`src/hw/rtl/srl_pkg.sv`:
```
// srl_pkg: types and status codes shared by the square region lock table
// depends on: nothing
`timescale 1ns / 1ps
`default_nettype none

package srl_pkg;

    localparam int CoordW  = 32;
    localparam int RadiusW = 16;
    localparam int StoredRadiusW = 15;
    localparam int StatusW = 3;
    localparam int SlotW   = 4;
    localparam int SlotReachMax = 16;

    localparam logic KIND_ACQUIRE = 1'b0;
    localparam logic KIND_RELEASE = 1'b1;

    localparam logic [StatusW-1:0] ST_GRANTED   = 3'd0;
    localparam logic [StatusW-1:0] ST_CONFLICT  = 3'd1;
    localparam logic [StatusW-1:0] ST_NEG_RAD   = 3'd2;
    localparam logic [StatusW-1:0] ST_RANGE     = 3'd3;
    localparam logic [StatusW-1:0] ST_FULL      = 3'd4;
    localparam logic [StatusW-1:0] ST_EMPTY     = 3'd5;
    localparam logic [StatusW-1:0] ST_RELEASED  = 3'd6;

    typedef struct packed {
        logic                       kind;
        logic signed [CoordW-1:0]   center_x;
        logic signed [CoordW-1:0]   center_z;
        logic signed [RadiusW-1:0]  radius;
        logic [SlotW-1:0]           release_slot;
    } srl_req_t;

    typedef struct packed {
        logic [StatusW-1:0] status;
        logic [SlotW-1:0]   slot;
    } srl_rsp_t;

    // one held square as kept in the entry memory
    typedef struct packed {
        logic signed [CoordW-1:0]  center_x;
        logic signed [CoordW-1:0]  center_z;
        logic [StoredRadiusW-1:0]  radius;
    } srl_entry_t;

endpackage

`default_nettype wire

```
`src/hw/rtl/srl_overlap.sv`:
```
// srl_overlap: overlap test of one stored square against the request square
// depends on: srl_pkg
`timescale 1ns / 1ps
`default_nettype none

module srl_overlap (
    input  wire srl_pkg::srl_entry_t                        entry,
    input  wire logic signed [srl_pkg::CoordW-1:0]          center_x,
    input  wire logic signed [srl_pkg::CoordW-1:0]          center_z,
    input  wire logic [srl_pkg::StoredRadiusW-1:0]          radius,
    output logic                                            hit
);
    import srl_pkg::*;

    localparam int DiffW = CoordW + 1;

    logic signed [DiffW-1:0]   dx_a;
    logic signed [DiffW-1:0]   dx_b;
    logic signed [DiffW-1:0]   dz_a;
    logic signed [DiffW-1:0]   dz_b;
    logic [DiffW-1:0]          abs_dx;
    logic [DiffW-1:0]          abs_dz;
    logic [StoredRadiusW:0]    sum_r;

    // both directions in parallel, keep the non-negative one
    always_comb
    begin
        dx_a   = DiffW'(entry.center_x) - DiffW'(center_x);
        dx_b   = DiffW'(center_x) - DiffW'(entry.center_x);
        dz_a   = DiffW'(entry.center_z) - DiffW'(center_z);
        dz_b   = DiffW'(center_z) - DiffW'(entry.center_z);
        abs_dx = dx_a[DiffW-1] ? dx_b : dx_a;
        abs_dz = dz_a[DiffW-1] ? dz_b : dz_a;
        sum_r  = (StoredRadiusW+1)'(entry.radius) + (StoredRadiusW+1)'(radius);
        hit    = (abs_dx <= DiffW'(sum_r)) && (abs_dz <= DiffW'(sum_r));
    end

endmodule

`default_nettype wire

```
`config.mk`:
```
export PLATFORM = sky130hd
export DESIGN_NAME = srl_overlap
export DESIGN_NICKNAME = d
export VERILOG_FILES = /design/src/hw/rtl/srl_pkg.sv /design/src/hw/rtl/srl_overlap.sv
export SDC_FILE = /design/constraint.sdc
export NUM_CORES = 1
export LEC_CHECK = 0
export ABC_AREA = 1
export BUFFER_PORTS_ARGS = -buffer_cell sky130_fd_sc_hd__buf_2
export CAP_MARGIN = 20
export CORE_MARGIN = 2
export CORE_UTILIZATION = 30
export DETAILED_ROUTE_END_ITERATION = 7
export MAX_ROUTING_LAYER = met4
export PLACE_DENSITY = 0.48
export REMOVE_ABC_BUFFERS = 1
export SLEW_MARGIN = 25
export SYNTH_ARGS = -nofsm -noshare
export SYNTH_HDL_FRONTEND = slang
export SYNTH_SLANG_ARGS = --single-unit
```
`constraint.sdc`:
```
create_clock -name vclk -period 4.6
set_input_delay 0.23 -clock vclk [all_inputs]
set_output_delay 0.23 -clock vclk [all_outputs]
set_load 0.03 [all_outputs]
```
==> metrics.cfg <==
[run_status]
status=finished clean

[critical_path]
cp_slowest_cell=ha_1
worst_path_most_repeated_cell=nand2_1
crit_required_ns=4.37
criticalPathCategory=primary input to primary output
critPathCaptureType=primary output
worstPathMaxFanout=7
arrival_ns=4.08
max_stage_delay_ns=0.33
worst_setup_path_start_kind=primary input

[drt]
finalWirelength_mm=39.3
first_pass_iters=5
vias_per_cell=4.64
vias=12800
drt-initial-drc-count=799
wl_per_cell_um=14.3
ant_nets=0
route.detailed.drc=0

[final_layout]
syn_to_final_growth_pct=19.5
final_cell_mix=nand2_1 (769), inv_1 (424), ha_1 (174)
final_nets=2635
num_antenna_cells=0
fillers=4090
seqCellArea_um2=0
final_common_cell=nand2_1
clkbuf_count=0
seq_cells=0
post-route-util_pct=36.5
multiInputGateArea_um2=8970
layout-drive-gt1-share_pct=14.0

[global_routing]
grt_util_all_layers_pct=21.3
antenna_found_initial=0
grt_pass1_wl_mm=61.3
grt_pass1_vias=11900
overflow=0
grt_max_degree=27

[power_and_ir_drop]
switching_share_pct=62.3
p_int_mw=0.795
clkPwrFrac_pct=0
vdd_ir_drop_max_uv=85.3
power_switching_mw=1.31
powerDensity_nw_per_um2=166
power_frac_seq_pct=0
p_leak_nw=7.93
p_comb_share_pct=100.0

[floorplan]
fp.dieH_um=192
start_util_pct=30.6
core_area_um2=34700
dieArea_um2=36900
num_rows=68
io_pins=159
fp.dieW_um=192

[yosys]
netlist.area_leader.share_pct=27.3
netlist_area_um2=10600
yosys_warnings=0
yosysTopAreaCell=nand2_1
ys_seq_area_share_pct=0
syn_area_per_cell_um2=5.14
synth.area.top_cells=nand2_1 (27%), ha_1 (21%), inv_1 (15%), a21oi_1 (6.7%), nor2_1 (5.4%)
netlist_instances=2065
synth_cell_type_count=43

[timing]
max_slew.worst_pin.slew_ns=0.646
hold_ws_ns=1.40
fmax_mhz=232
setup_tns_ns=0
post-route-period-util_pct=93.7
hold_violations=0
maxSlewHeadroom_pct=56.5
final_max_slew_viol_count=0
setup_viol=0
min_period_ns=4.31

[placed_design]
port_buffers=159
place_hpwl_mm=35.6
routabilityCongestion=0.951

[hold_path]
hp-class=primary input to primary output
hold_depth=9
hold_end=hit
min-delay-start=center_z[21]

[job]
cap_violations=0

[clock_network]
cts_setup_buffers=0

==> layer usage <==
metal,share of wire [%],vias to the layer above,track usage [%]
li1,-,6816,-
met1,52,5645,31.3
met2,43,273,34.1
met3,3.7,16,0.347
met4,0.49,0,1.06
met5,0,-,-
==> worst max-delay path by stage <==
stage               startpoint   to  slack [ns]
floorplan            entry[47]  hit        0.55
global placement     entry[47]  hit        0.04
detailed placement   entry[47]  hit      -0.007
CTS                  entry[47]  hit        0.05
global route         entry[47]  hit       -0.02
finish               entry[70]  hit        0.29
==> repair_timing <==
item | CTS | global route
gates cloned | 0 | 2
pin swaps | 0 | 8
resized for setup | 1 | 29
hold buffers | 0 | 0
setup endpoints to repair | 1 | 1
==> worst max-delay path, delay by kind of cell <==
family	cells	cell delay [ns]
XOR/XNOR	1	0.18
adder cells (fa/ha/maj)	2	0.63
AND/OR/NAND/NOR	16	1.61
buffers and inverters	5	0.43
AO/OA/AOI/OAI	6	1.00
==> Yosys cell counts (4+ instances only) <==
cell,count
a21o_1,7
a21oi_1,142
a31oi_1,9
buf_2,14
buf_4,6
fa_1,5
ha_1,175
inv_1,424
inv_2,7
nand2_1,772
nand2_2,14
nand2_4,6
nand3_1,106
nand3b_1,5
nand4_1,19
nor2_1,153
nor2_2,7
nor2_4,6
nor3_1,7
nor4_1,6
o211ai_1,5
o21a_1,4
o21ai_0,46
o21ai_1,11
o21bai_1,24
or2_2,4
xnor2_1,25
xor2_1,30
==> cell families after synthesis <==
| family | count (synthesis) | synth area share (%) |
|---|---|---|
| mux | 3 | 0.283 |
| xor+xnor | 55 | 4.54 |
| buf+inv | 457 | 16.8 |
| fa+ha+maj | 180 | 21.6 |
| compound gates | 258 | 13.6 |
| simple gates | 1112 | 43.2 |
==> cell type report <==
cell class         count  area share (%)
inverters            434            12.9
multi-input cells   1610            70.8
repair buffers       251            11.8
well taps            455            4.49
==> power by group through the flow <==
stage | Sequential (mW) | Clock [mW] | Combinational (mW)
finish | 0 | 0 | 2.11
global route | 0 | 0 | 2.39
CTS | 0 | 0 | 2.04
detailed placement | 0 | 0 | 2.03
global placement | 0 | 0 | 2.01
floorplan | 0 | 0 | 1.34
==> through the flow <==
stage / power [mW] / std cells / worst slack, ns / area (um^2)
finish: 2.11 / 2750 / 0.291 / 12700
global route: 2.39 / 2750 / -0.0249 / 12700
CTS: 2.04 / 2748 / 0.0493 / 12500
detailed placement: 2.03 / 2748 / -0.00723 / 12500
global placement: 2.01 / 2748 / 0.0401 / 12500
floorplan: 1.34 / 2042 / 0.555 / 10500
(Power assumes the default switching activity.)
